==> src/hdl/windowed_rsi_indicator_unit_assert.svh <==
// Assertion macros for the windowed RSI unit.
// Uses the including scope's clk and rst_n; no other dependencies.
`ifndef WINDOWED_RSI_INDICATOR_UNIT_ASSERT_SVH
`define WINDOWED_RSI_INDICATOR_UNIT_ASSERT_SVH

// Same-cycle implication, disabled while reset is low.
`define WRSI_ASSERT_IMP(lbl, ante, cons, msg) \
  lbl: assert property (@(posedge clk) disable iff (!rst_n) (ante) |-> (cons)) \
    else $error(msg);

// Next-cycle implication, disabled while reset is low.
`define WRSI_ASSERT_NXT(lbl, ante, cons, msg) \
  lbl: assert property (@(posedge clk) disable iff (!rst_n) (ante) |=> (cons)) \
    else $error(msg);

`endif

==> src/hdl/wrsi_pkg.sv <==
// Shared types and constants of the windowed RSI unit.
// No dependencies.
`timescale 1ns / 1ps

package wrsi_pkg;

  localparam int unsigned VALUE_W     = 23;
  localparam int unsigned COUNT_W     = 8;
  localparam logic [VALUE_W-1:0] RSI_FULL     = 23'd6553600;  // 100.0 in 7.16
  localparam logic [COUNT_W-1:0] WINDOW_RESET = 8'd14;
  localparam int unsigned DIV_STEPS   = VALUE_W;
  localparam int unsigned STEP_W      = $clog2(DIV_STEPS);

  typedef enum logic [1:0] {
    ST_NORMAL  = 2'd0,
    ST_NO_LOSS = 2'd1,
    ST_NO_GAIN = 2'd2,
    ST_NO_MOVE = 2'd3
  } rsi_status_t;

  typedef enum logic [3:0] {
    S_IDLE,
    S_DIFF,
    S_ACC,
    S_CHECK,
    S_MUL,
    S_SUM,
    S_NUM,
    S_DIV,
    S_EMIT
  } wrsi_state_t;

  typedef struct packed {
    logic load;
    logic diff;
    logic acc;
    logic mul;
    logic sum;
    logic num;
    logic div_step;
    logic emit;
  } wrsi_cmd_t;

  typedef struct packed {
    logic primed;
    logic window_end;
    logic special;
    logic div_last;
    logic out_free;
  } wrsi_sts_t;

endpackage

==> src/hdl/wrsi_if.sv <==
// Handshake channel interfaces of the windowed RSI unit: price in, result out.
// No dependencies.
`timescale 1ns / 1ps

interface wrsi_in_if #(parameter int PRICE_BITS = 32) ();
  logic                  valid;
  logic                  ready;
  logic [PRICE_BITS-1:0] price;

  modport source (output valid, output price, input ready);
  modport sink   (input valid, input price, output ready);
endinterface

interface wrsi_out_if ();
  logic        valid;
  logic        ready;
  logic [22:0] rsi_value;
  logic [1:0]  rsi_status;

  modport source (output valid, output rsi_value, output rsi_status, input ready);
  modport sink   (input valid, input rsi_value, input rsi_status, output ready);
endinterface

==> src/hdl/windowed_rsi_indicator_unit.sv <==
// Windowed RSI unit: top level joining the controller and the datapath.
// Depends on wrsi_pkg, wrsi_if, wrsi_ctrl, wrsi_dp and the assertion macro header.
//
// Usage:
//   in_ch carries one closing price per transfer. The first price after reset
//   only primes the previous price; each later price yields one difference.
//   After window_length differences (cfg_wr_en/cfg_wr_data, reset value 14,
//   zero acts as one) out_ch delivers one RSI in 7.16 with a status code.
//   Sequencing: a price that does not close a window holds the input through
//   transfer, difference, accumulate and window check. A closing price then
//   passes the ratio terms (multiply, sum, numerator) and a restoring divider
//   retiring one quotient bit a cycle over 23 bits before the result is
//   registered. Windows with no losses or no gains skip the divider.
//   The result register parts the channels: new prices are taken while a
//   result waits; only a second window end stalls until out_ch frees up.
//   Reset (rst_n low, synchronous) clears the window, the primed flag and any
//   pending result, and restores window_length to 14.
//   Write configuration only while the unit is idle.
`timescale 1ns / 1ps

`include "windowed_rsi_indicator_unit_assert.svh"

module windowed_rsi_indicator_unit
  import wrsi_pkg::*;
#(
  parameter int PRICE_BITS = 32
) (
  input  logic              clk,
  input  logic              rst_n,
  wrsi_in_if.sink           in_ch,
  wrsi_out_if.source        out_ch,
  input  logic              cfg_wr_en,
  input  logic [COUNT_W-1:0] cfg_wr_data
);

  wrsi_cmd_t cmd;
  wrsi_sts_t sts;
  logic      in_ready;

  assign in_ch.ready = in_ready;

  wrsi_ctrl u_ctrl (
    .clk      (clk),
    .rst_n    (rst_n),
    .in_valid (in_ch.valid),
    .in_ready (in_ready),
    .sts      (sts),
    .cmd      (cmd)
  );

  wrsi_dp #(
    .PRICE_BITS (PRICE_BITS)
  ) u_dp (
    .clk            (clk),
    .rst_n          (rst_n),
    .cmd            (cmd),
    .sts            (sts),
    .in_price       (in_ch.price),
    .cfg_wr_en      (cfg_wr_en),
    .cfg_wr_data    (cfg_wr_data),
    .out_ready      (out_ch.ready),
    .out_valid      (out_ch.valid),
    .out_rsi_value  (out_ch.rsi_value),
    .out_rsi_status (out_ch.rsi_status)
  );

  `WRSI_ASSERT_IMP(a_emit_needs_free, cmd.emit, sts.out_free && !in_ready, "result overwritten")
  `WRSI_ASSERT_NXT(a_emit_sets_valid, cmd.emit, out_ch.valid, "result not valid after load")
  `WRSI_ASSERT_NXT(a_div_ends, cmd.div_step && sts.div_last, !cmd.div_step, "divider overran")
  `WRSI_ASSERT_IMP(a_ready_no_work, in_ready, !cmd.diff && !cmd.acc && !cmd.div_step, "not idle")

endmodule

==> src/hdl/wrsi_ctrl.sv <==
// Sequencing state machine of the windowed RSI unit.
// Depends on wrsi_pkg for the state, command and status types.
`timescale 1ns / 1ps

module wrsi_ctrl
  import wrsi_pkg::*;
(
  input  logic      clk,
  input  logic      rst_n,
  input  logic      in_valid,
  output logic      in_ready,
  input  wrsi_sts_t sts,
  output wrsi_cmd_t cmd
);

  wrsi_state_t state_r, state_nxt;

  always_ff @(posedge clk) begin
    if (!rst_n) begin
      state_r <= S_IDLE;
    end else begin
      state_r <= state_nxt;
    end
  end

  always_comb begin
    state_nxt = state_r;
    unique case (state_r)
      S_IDLE: begin
        // first price only primes the previous-price register
        if (in_valid) state_nxt = sts.primed ? S_DIFF : S_IDLE;
      end
      S_DIFF:  state_nxt = S_ACC;
      S_ACC:   state_nxt = S_CHECK;
      S_CHECK: begin
        priority if (!sts.window_end) state_nxt = S_IDLE;
        else if (sts.special)         state_nxt = S_EMIT;
        else                          state_nxt = S_MUL;
      end
      S_MUL:   state_nxt = S_SUM;
      S_SUM:   state_nxt = S_NUM;
      S_NUM:   state_nxt = S_DIV;
      S_DIV:   if (sts.div_last) state_nxt = S_EMIT;
      S_EMIT:  if (sts.out_free) state_nxt = S_IDLE;
      default: state_nxt = S_IDLE;
    endcase
  end

  always_comb begin
    cmd      = '0;
    in_ready = 1'b0;
    unique case (state_r)
      S_IDLE: begin
        in_ready = 1'b1;
        cmd.load = in_valid;
      end
      S_DIFF:  cmd.diff     = 1'b1;
      S_ACC:   cmd.acc      = 1'b1;
      S_CHECK: ;
      S_MUL:   cmd.mul      = 1'b1;
      S_SUM:   cmd.sum      = 1'b1;
      S_NUM:   cmd.num      = 1'b1;
      S_DIV:   cmd.div_step = 1'b1;
      S_EMIT:  cmd.emit     = sts.out_free;
      default: ;
    endcase
  end

endmodule

==> src/hdl/wrsi_dp.sv <==
// Datapath of the windowed RSI unit: window sums, ratio terms, divider, result register.
// Depends on wrsi_pkg for the command and status types and the constants.
`timescale 1ns / 1ps

module wrsi_dp
  import wrsi_pkg::*;
#(
  parameter int PRICE_BITS = 32
) (
  input  logic                  clk,
  input  logic                  rst_n,
  input  wrsi_cmd_t             cmd,
  output wrsi_sts_t             sts,
  input  logic [PRICE_BITS-1:0] in_price,
  input  logic                  cfg_wr_en,
  input  logic [COUNT_W-1:0]    cfg_wr_data,
  input  logic                  out_ready,
  output logic                  out_valid,
  output logic [VALUE_W-1:0]    out_rsi_value,
  output logic [1:0]            out_rsi_status
);

  localparam int SUM_W  = PRICE_BITS + 8;
  localparam int PROD_W = SUM_W + COUNT_W;
  localparam int D_W    = PROD_W + 1;
  localparam int A100_W = PROD_W + 7;
  localparam int DS_W   = D_W + VALUE_W - 1;
  localparam int N_W    = A100_W + 17;

  logic [COUNT_W-1:0]    window_len_r;
  logic [PRICE_BITS-1:0] price_r, prev_r, mag_r;
  logic                  primed_r, up_r, dn_r;
  logic [SUM_W-1:0]      gain_sum_r, loss_sum_r;
  logic [COUNT_W-1:0]    gain_cnt_r, loss_cnt_r, diff_cnt_r;
  logic [PROD_W-1:0]     a_r, b_r;
  logic [D_W-1:0]        d_r;
  logic [A100_W-1:0]     a100_r;
  logic [N_W-1:0]        rem_r;
  logic [DS_W-1:0]       ds_r;
  logic [VALUE_W-1:0]    q_r;
  logic [STEP_W-1:0]     step_r;
  logic                  out_valid_r;
  logic [VALUE_W-1:0]    out_value_r;
  rsi_status_t           out_status_r;

  logic [COUNT_W-1:0]    limit;
  logic                  rem_ge;
  logic [VALUE_W-1:0]    res_value;
  rsi_status_t           res_status;

  assign limit  = (window_len_r == '0) ? COUNT_W'(1) : window_len_r;
  assign rem_ge = rem_r >= N_W'(ds_r);

  // control and window state
  always_ff @(posedge clk) begin
    if (!rst_n) begin
      window_len_r <= WINDOW_RESET;
      primed_r     <= 1'b0;
      prev_r       <= '0;
      gain_sum_r   <= '0;
      loss_sum_r   <= '0;
      gain_cnt_r   <= '0;
      loss_cnt_r   <= '0;
      diff_cnt_r   <= '0;
      out_valid_r  <= 1'b0;
    end else begin
      if (cfg_wr_en) window_len_r <= cfg_wr_data;
      if (cmd.load && !primed_r) begin
        prev_r   <= in_price;
        primed_r <= 1'b1;
      end
      if (cmd.diff) prev_r <= price_r;
      if (cmd.acc) begin
        diff_cnt_r <= diff_cnt_r + COUNT_W'(1);
        if (up_r) begin
          gain_sum_r <= gain_sum_r + SUM_W'(mag_r);
          gain_cnt_r <= gain_cnt_r + COUNT_W'(1);
        end else if (dn_r) begin
          loss_sum_r <= loss_sum_r + SUM_W'(mag_r);
          loss_cnt_r <= loss_cnt_r + COUNT_W'(1);
        end
      end
      if (cmd.emit) begin
        gain_sum_r  <= '0;
        loss_sum_r  <= '0;
        gain_cnt_r  <= '0;
        loss_cnt_r  <= '0;
        diff_cnt_r  <= '0;
        out_valid_r <= 1'b1;
      end else if (out_ready) begin
        out_valid_r <= 1'b0;
      end
    end
  end

  // payload and divider registers
  always_ff @(posedge clk) begin
    if (cmd.load && primed_r) price_r <= in_price;
    if (cmd.diff) begin
      up_r  <= price_r > prev_r;
      dn_r  <= price_r < prev_r;
      mag_r <= (price_r > prev_r) ? price_r - prev_r : prev_r - price_r;
    end
    if (cmd.mul) begin
      a_r <= PROD_W'(gain_sum_r) * PROD_W'(loss_cnt_r);
      b_r <= PROD_W'(loss_sum_r) * PROD_W'(gain_cnt_r);
    end
    if (cmd.sum) begin
      d_r    <= D_W'(a_r) + D_W'(b_r);
      // times 100 as 64 + 32 + 4
      a100_r <= (A100_W'(a_r) << 6) + (A100_W'(a_r) << 5) + (A100_W'(a_r) << 2);
    end
    if (cmd.num) begin
      // scale to 7.16 and add half the divisor to round
      rem_r  <= (N_W'(a100_r) << 16) + N_W'(d_r >> 1);
      ds_r   <= DS_W'(d_r) << (VALUE_W - 1);
      q_r    <= '0;
      step_r <= STEP_W'(DIV_STEPS - 1);
    end
    if (cmd.div_step) begin
      if (rem_ge) rem_r <= rem_r - N_W'(ds_r);
      q_r    <= {q_r[VALUE_W-2:0], rem_ge};
      ds_r   <= ds_r >> 1;
      step_r <= step_r - STEP_W'(1);
    end
    if (cmd.emit) begin
      out_value_r  <= res_value;
      out_status_r <= res_status;
    end
  end

  always_comb begin
    priority if (gain_sum_r == '0 && loss_sum_r == '0) begin
      res_value  = '0;
      res_status = ST_NO_MOVE;
    end else if (loss_sum_r == '0) begin
      res_value  = RSI_FULL;
      res_status = ST_NO_LOSS;
    end else if (gain_sum_r == '0) begin
      res_value  = '0;
      res_status = ST_NO_GAIN;
    end else begin
      res_value  = (q_r > RSI_FULL) ? RSI_FULL : q_r;
      res_status = ST_NORMAL;
    end
  end

  assign sts.primed     = primed_r;
  assign sts.window_end = diff_cnt_r >= limit;
  assign sts.special    = (gain_sum_r == '0) || (loss_sum_r == '0);
  assign sts.div_last   = step_r == '0;
  assign sts.out_free   = !out_valid_r || out_ready;

  assign out_valid      = out_valid_r;
  assign out_rsi_value  = out_value_r;
  assign out_rsi_status = out_status_r;

endmodule
==> src/flat_wrapper.sv <==
// flat-port wrapper written by rule: the top's interface ports become plain ports
module windowed_rsi_indicator_unit_flat import wrsi_pkg::*;
#(
  parameter int PRICE_BITS = 32
)
  (clk, rst_n, cfg_wr_en, cfg_wr_data, in_ch_valid, in_ch_price, in_ch_ready, out_ch_valid, out_ch_rsi_value, out_ch_rsi_status, out_ch_ready);
  wrsi_in_if #(.PRICE_BITS(PRICE_BITS)) in_ch_i ();
  wrsi_out_if out_ch_i ();
  input  logic clk;
  input  logic rst_n;
  input  logic cfg_wr_en;
  input  logic [COUNT_W-1:0] cfg_wr_data;
  input wire logic [$bits(in_ch_i.valid)-1:0] in_ch_valid;
  input wire logic [$bits(in_ch_i.price)-1:0] in_ch_price;
  output wire logic [$bits(in_ch_i.ready)-1:0] in_ch_ready;
  output wire logic [$bits(out_ch_i.valid)-1:0] out_ch_valid;
  output wire logic [$bits(out_ch_i.rsi_value)-1:0] out_ch_rsi_value;
  output wire logic [$bits(out_ch_i.rsi_status)-1:0] out_ch_rsi_status;
  input wire logic [$bits(out_ch_i.ready)-1:0] out_ch_ready;
  assign in_ch_i.valid = in_ch_valid;
  assign in_ch_i.price = in_ch_price;
  assign in_ch_ready = in_ch_i.ready;
  assign out_ch_valid = out_ch_i.valid;
  assign out_ch_rsi_value = out_ch_i.rsi_value;
  assign out_ch_rsi_status = out_ch_i.rsi_status;
  assign out_ch_i.ready = out_ch_ready;
  windowed_rsi_indicator_unit #(.PRICE_BITS(PRICE_BITS)) u_core (.clk(clk), .rst_n(rst_n), .in_ch(in_ch_i), .out_ch(out_ch_i), .cfg_wr_en(cfg_wr_en), .cfg_wr_data(cfg_wr_data));
endmodule
==> config.mk <==
export PLATFORM = sky130hd
export DESIGN_NAME = windowed_rsi_indicator_unit_flat
export DESIGN_NICKNAME = d
export VERILOG_FILES = /design/src/hdl/wrsi_pkg.sv /design/src/hdl/wrsi_if.sv /design/src/hdl/windowed_rsi_indicator_unit.sv /design/src/hdl/wrsi_ctrl.sv /design/src/hdl/wrsi_dp.sv /design/src/flat_wrapper.sv
export VERILOG_INCLUDE_DIRS = /design/src /design/src/hdl
export SDC_FILE = /design/constraint.sdc
export NUM_CORES = 2
export LEC_CHECK = 0
export ABC_AREA = 1
export BUFFER_PORTS_ARGS = -buffer_cell sky130_fd_sc_hd__buf_2
export CAP_MARGIN = 20
export CORE_UTILIZATION = 60
export CTS_BUF_LIST = sky130_fd_sc_hd__clkbuf_16
export DETAILED_ROUTE_END_ITERATION = 8
export GPL_ROUTABILITY_DRIVEN = 0
export MAX_ROUTING_LAYER = met4
export PLACE_DENSITY_LB_ADDON = 0.12
export RECOVER_POWER = 25
export SETUP_SLACK_MARGIN = 0.3
export SYNTH_ARGS = -nofsm -noshare
export SYNTH_HDL_FRONTEND = slang
export SYNTH_SLANG_ARGS = --single-unit
==> constraint.sdc <==
create_clock -name clk -period 8.5 [get_ports clk]
set_clock_uncertainty 0.05 [all_clocks]
set_input_delay 1.7 -clock clk [delete_from_list [all_inputs] [get_ports clk]]
set_output_delay 1.7 -clock clk [all_outputs]
set_load 0.05 [all_outputs]
# Yosys cells after proc, flatten, opt, wreduce, memory -nomap -nowiden
# Index checks and enable logic that the tools add are counted.
[word_totals]
in_bits = 45
out_inout_bits = 27
register_bits = 612
word_cells = 117
[classes]
n_eq_ne = 11
n_reduce_logical = 21
multipliers = 2
addsub = 13
n_lt_le_gt_ge = 5
n_bitwise = 2
mux = 36
[op_table]
columns = ["op", "n"]
rows = [
  ["$mux W72", 3],
  ["$mux W70", 2],
  ["$mux W23", 5],
  ["$mul A40 B8 Y48", 2],
  ["$mux W32", 3],
  ["$add A40 B32 Y40", 2],
  ["$logic_not A40 Y1", 2],
  ["$add A71 B48 Y72", 1],
  ["$ge A72 B71 Y1", 1],
  ["$sub A72 B71 Y72", 1],
  ["$sub A32 B32 Y32", 2],
  ["$add A54 B53 Y55", 1],
  ["$add A55 B50 Y55", 1],
  ["$add A48 B48 Y49", 1],
  ["$pmux W4 S9", 1],
  ["$gt A32 B32 Y1", 1],
  ["$lt A32 B32 Y1", 1],
  ["$add A8 B1 Y8 const B", 3],
  ["$gt A23 B23 Y1 const B", 1],
  ["$mux W4", 5],
  ["$eq A4 B3 Y1 const B", 4],
  ["$mux W1", 12],
  ["$mux W5", 2],
  ["$eq A4 B2 Y1 const B", 2],
  ["other kinds (20)", 31],
]

# Logic depth before layout (Yosys ltp)
[depth]
depth_word = 5
mapped_depth = 23
depth_no_buf = 21

# Hierarchy
# From an unflattened synthesis, not the netlist that was laid out.
[hier_totals]
cells_unflattened = 10237
hier_area_um2 = 70113.5
[by_module_without_submodules]
columns = ["module", "cells_per_inst", "seq_area_each_um2", "area_each_um2", "instances"]
rows = [
  ["wrsi_dp", 10180, 16005.4, 69779.4, 1],
  ["wrsi_ctrl", 57, 80.1, 334.1, 1],
]

# Worst setup path after synthesis
# Ideal clock, no wire load.
[synth_path]
path_type = "register -> register"
from = "reg u_core.u_ctrl.state_r[0]"
to = "reg u_core.u_dp.a100_r[10], enable pin"
slack_ns = 3.049
path_buffers = 0
path_stages_with_launch = 5
arrival_ns = 4.833
synth_period_minus_slack_ns = 5.451
setup_ns = 0.567
required_time_ns = 7.883
path_cell_list = "dfxtp_1 inv_2 nor2_1 inv_1 nor2_1"
[synth_between]
elab_chain_len = 2
[synth_rtl]
columns = ["item", "line", "rtl"]
rows = [
  ["start: declaration", "wrsi_ctrl.sv:16", "wrsi_state_t state_r, state_nxt;"],
  ["start signal: assignment", "wrsi_ctrl.sv:22", "state_r <= state_nxt;"],
  ["$eq A4 B3 Y1", "wrsi_ctrl.sv:52", "unique case (state_r)"],
  ["$mux W1", "wrsi_ctrl.sv:52", ""],
  ["end signal: assignment", "wrsi_dp.sv:111", "a100_r <= (A100_W'(a_r) << 6) + (A100_W'(a_r) << 5) + (A100_W'(a_r) << 2);"],
  ["end: declaration", "wrsi_dp.sv:37", "logic [A100_W-1:0] a100_r;"],
]
# Every way passes these cells.
# A chain may end at the register's enable or synchronous reset.

# Worst setup path in the final report
[layout_path]
from = "reg u_core.u_dp.loss_cnt_r[0]"
to = "reg u_core.u_dp.a_r[23] (data pin)"
[layout_between]
elab_chain_len = 1
[layout_rtl]
columns = ["item", "line", "rtl"]
rows = [
  ["start: declaration", "wrsi_dp.sv:34", "logic [COUNT_W-1:0] gain_cnt_r, loss_cnt_r, diff_cnt_r;"],
  ["start signal: assignment", "wrsi_dp.sv:80", "loss_cnt_r <= loss_cnt_r + COUNT_W'(1);"],
  ["$mul A40 B8 Y48", "wrsi_dp.sv:105", "a_r <= PROD_W'(gain_sum_r) * PROD_W'(loss_cnt_r);"],
  ["end signal: assignment", "wrsi_dp.sv:105", ""],
  ["end: declaration", "wrsi_dp.sv:35", "logic [PROD_W-1:0] a_r, b_r;"],
]
# Every way passes these cells.

==> metrics <==
Synth area leader=edfxtp_1; initial DRC count=7010; Internal Pwr Total=roughly 5.3 mW; DRC viols=0; Crit Path Max Fanout=42; CTS resizes=0; CP Capture Type=flop; via total after detailed routing=66.5k; Distinct cells, synth=61; Setup TNS=0 ns; die area=119000 um2; Vias/cell=5.65; share of layout cells above drive strength 1=2.72%; Leak=between 40 and 50 nW; combinational power share=13.1%; switching pwr=between 2 and 2.5 mW; Post-CTS Setup Bufs=0; metal3 WL=around 22 mm; I/O Pins=72; Clock Path Buffers=3; DR WL met2=99.4 mm; fin worst setup slack=~2.2 ns; r2r setup slk=roughly 2.2 ns; top post-synthesis cells by area=edfxtp_1 (17%), nand2_1 (15%), fa_1 (14%), inv_1 (12%), ha_1 (8.5%); H-tree levels=3; Die Ht=345 um; crit path DAT=~6.7 ns; met1 wire length=86.1 mm; hold buffers post-CTS=0; row cnt=125; drt first pass iters=7; Die Span X=345 um; Cell Count Post-Placement=11.6k; area grow syn2layout=5.38%; most common cell after layout, fill and taps aside=nand2_1; global route overflow=0; CP startpoint kind=flop; HP Start=u_core.u_dp.diff_cnt_r[7]; root buffer cell=clkbuf_16; post-route minimum period=6.33 ns; synthesized cell area=70400 um2; Clock Power Share=42.9%; DP HPWL=about 180 mm; GR Util All Layers=38.7%; Yosys warnings=0; Final Setup Violations=0; reg2reg end=u_core.u_dp.a_r[23]; final cell count without fillers=11.8k; Critical Path RT=roughly 8.9 ns; # nets final=between 10k and 15k; initial antenna violation count=6; Crit Path Category=flop to flop; Placed Instance Area=71800 um2; Max Cap Violations=9; number of synthesized flops with an enable pin=387; Synth Net Count=around 11k; Power Density=101 nW/um2; Final Cycle Share=74.5%; port bufs=71; Worst Max-Slew Pin Slew=between 3 and 4 ns; Final Core Density=63.9%; cts bufs inserted=73; clock-pin transition on the worst setup and hold timing paths=0.07 ns; Final Max Tran Viols=383; RSZ-0062 raised after global routing=no; Async SR Flop Fraction=0%; commonest non-fill, non-tap cells in the layout=nand2_1 (2824), inv_1 (2178), nor2_1 (898); Initial Utilization=60.6%; Hold Fails Final Rpt=0; worst skew pair latency=roughly 0.7 ns; Worst VDD drop=between 0.2 and 0.25 mV; FILL cells=10.7k; Hold Path Cell Cnt=1; worst slack, placed=about 3.3 ns; Antenna Nets Post-Route=0; first-pass GRT wire length=347 mm; synthesized instance count=10.3k; Yosys reg bits=610; failing checks=max-capacitance violations, max-slew violations; final wirelength=223 mm; Yosys top cell area share=16.5%; Avg Synthesized Cell Area=6.85 um2; DR top layer=met4; Synth Flop Type=edfxtp_1; Net Sw Frac=29.2%; Slew Limit Headroom=-135%; Hold Crit Endpoint=u_core.u_dp.diff_cnt_r[7]; finished layout cell area=74200 um2; sequential share of the synthesized area=22.8%; maximum clock frequency=158 MHz; Core ar.=116000 um2; reg2reg start=u_core.u_dp.loss_cnt_r[0]; min-delay worst type=flop to flop; Reg2Reg Depth=13; outcome=finished with violations; routed wire length per instance=between 15 and 20 um; worst hold slack=0.416 ns; CTS tree=done; CTS Sinks=610; Total Power=7.53 mW; vias in the first global route=64.0k; Reg power frac=44.0%; pin count of the biggest net entering global routing=93
==> cells in the mapped netlist (all sizes together) (6+ instances only) <==
| master | number |
|---|---|
| a21boi | 18 |
| inv | 2172 |
| dfxtp | 223 |
| xor2 | 195 |
| o211ai | 20 |
| a21o | 57 |
| nor2 | 925 |
| nand3 | 425 |
| nand3b | 17 |
| clkbuf | 217 |
| nand4 | 49 |
| nand2 | 2846 |
| nor3 | 101 |
| xnor2 | 126 |
| ha | 476 |
| a21oi | 605 |
| a31oi | 103 |
| edfxtp | 387 |
| buf | 63 |
| or2 | 19 |
| nor4 | 51 |
| and3 | 9 |
| fa | 508 |
| and2 | 6 |
| o21a | 36 |
| o21bai | 90 |
| o21ai | 502 |
| a211oi | 7 |
| o221ai | 7 |
==> power groups by stage <==
stage | Clock (mW) | Combinational, mW | Sequential [mW]
floorplan | 0 | 0.745 | 3.31
global placement | 0 | 0.949 | 3.37
detailed placement | 0 | 0.964 | 3.37
CTS | 3.26 | 0.970 | 3.31
global route | 3.36 | 1.10 | 3.32
finish | 3.23 | 0.990 | 3.31
==> registers in the layout (all words and copies together), names as in the netlist, 32 cells and up <==
| signal | flops |
|---|---|
| u_core.u_dp.a_r | 48 |
| u_core.u_dp.rem_r | 72 |
| u_core.u_dp.loss_sum_r | 40 |
| u_core.u_dp.b_r | 48 |
| u_core.u_dp.gain_sum_r | 40 |
| u_core.u_dp.price_r | 32 |
| u_core.u_dp.d_r | 49 |
| u_core.u_dp.a100_r | 53 |
| u_core.u_dp.mag_r | 32 |
| u_core.u_dp.prev_r | 32 |
| u_core.u_dp.ds_r | 71 |
==> final cells by class <==
| type | count | area [um2] | area share, % |
|---|---|---|---|
| clock inverters | 62 | 577 | 0.777 |
| diodes | 8 | 20.0 | 0.0270 |
| multi-input cells | 7217 | 45000 | 60.7 |
| clock buffers | 73 | 1830 | 2.46 |
| well taps | 1524 | 1910 | 2.57 |
| repair buffers | 106 | 589 | 0.794 |
| flip-flops and latches | 610 | 16100 | 21.7 |
| inverters | 2174 | 8170 | 11.0 |
==> metal layers <==
| layer | global-route usage (%) | vias to the layer above |
|---|---|---|
| li1 | - | 31800 |
| met1 | 46.9 | 30700 |
| met2 | 60.3 | 3263 |
| met3 | 7.76 | 753 |
| met4 | 21.2 | 0 |
| met5 | - | - |
==> critical path: stages, from the launching register on <==
cell	delay, ns
dfxtp_1	0.30
clkbuf_1	1.74
nand2_1	0.24
fa_1	0.64
inv_1	0.06
fa_1	0.55
fa_1	0.41
ha_1	0.38
a21oi_1	0.31
o21ai_0	0.23
a21oi_1	0.35
o21ai_0	0.20
a21oi_1	0.33
xnor2_1	0.20
==> worst max-delay path by stage <==
stage          slack (ns)                 startpoint                endpoint  cells past startpoint
2_1_floorplan        3.05   u_core.u_ctrl.state_r[0]  u_core.u_dp.a100_r[10]                      4
5_1_grt              1.86  u_core.u_dp.loss_cnt_r[0]     u_core.u_dp.a_r[47]                     19
4_1_cts              3.31  u_core.u_dp.gain_cnt_r[3]     u_core.u_dp.b_r[32]                     18
3_5_place_dp         3.30  u_core.u_dp.gain_cnt_r[3]     u_core.u_dp.b_r[32]                     18
3_3_place_gp         3.39  u_core.u_dp.gain_cnt_r[3]     u_core.u_dp.b_r[42]                     17
6_report             2.17  u_core.u_dp.loss_cnt_r[0]     u_core.u_dp.a_r[23]                     13
==> cell families (layout without fill, tap and decap cells) <==
| logic type | Yosys count | count (layout) | share of synthesized area (%) |
|---|---|---|---|
| AOI/OAI and AO/OA | 1460 | 1460 | 11.5 |
| xor gates and xnor gates | 321 | 321 | 3.99 |
| adders and majority gates | 984 | 984 | 22.9 |
| buffers and inverters | 2454 | 2415 | 13.2 |
| DFF | 610 | 610 | 22.8 |
| muxes | 1 | 1 | 0.0142 |
| other | 0 | 8 | 0 |
| and+or+nand+nor | 4451 | 4451 | 25.5 |
Power figures use the tool's default switching activity.
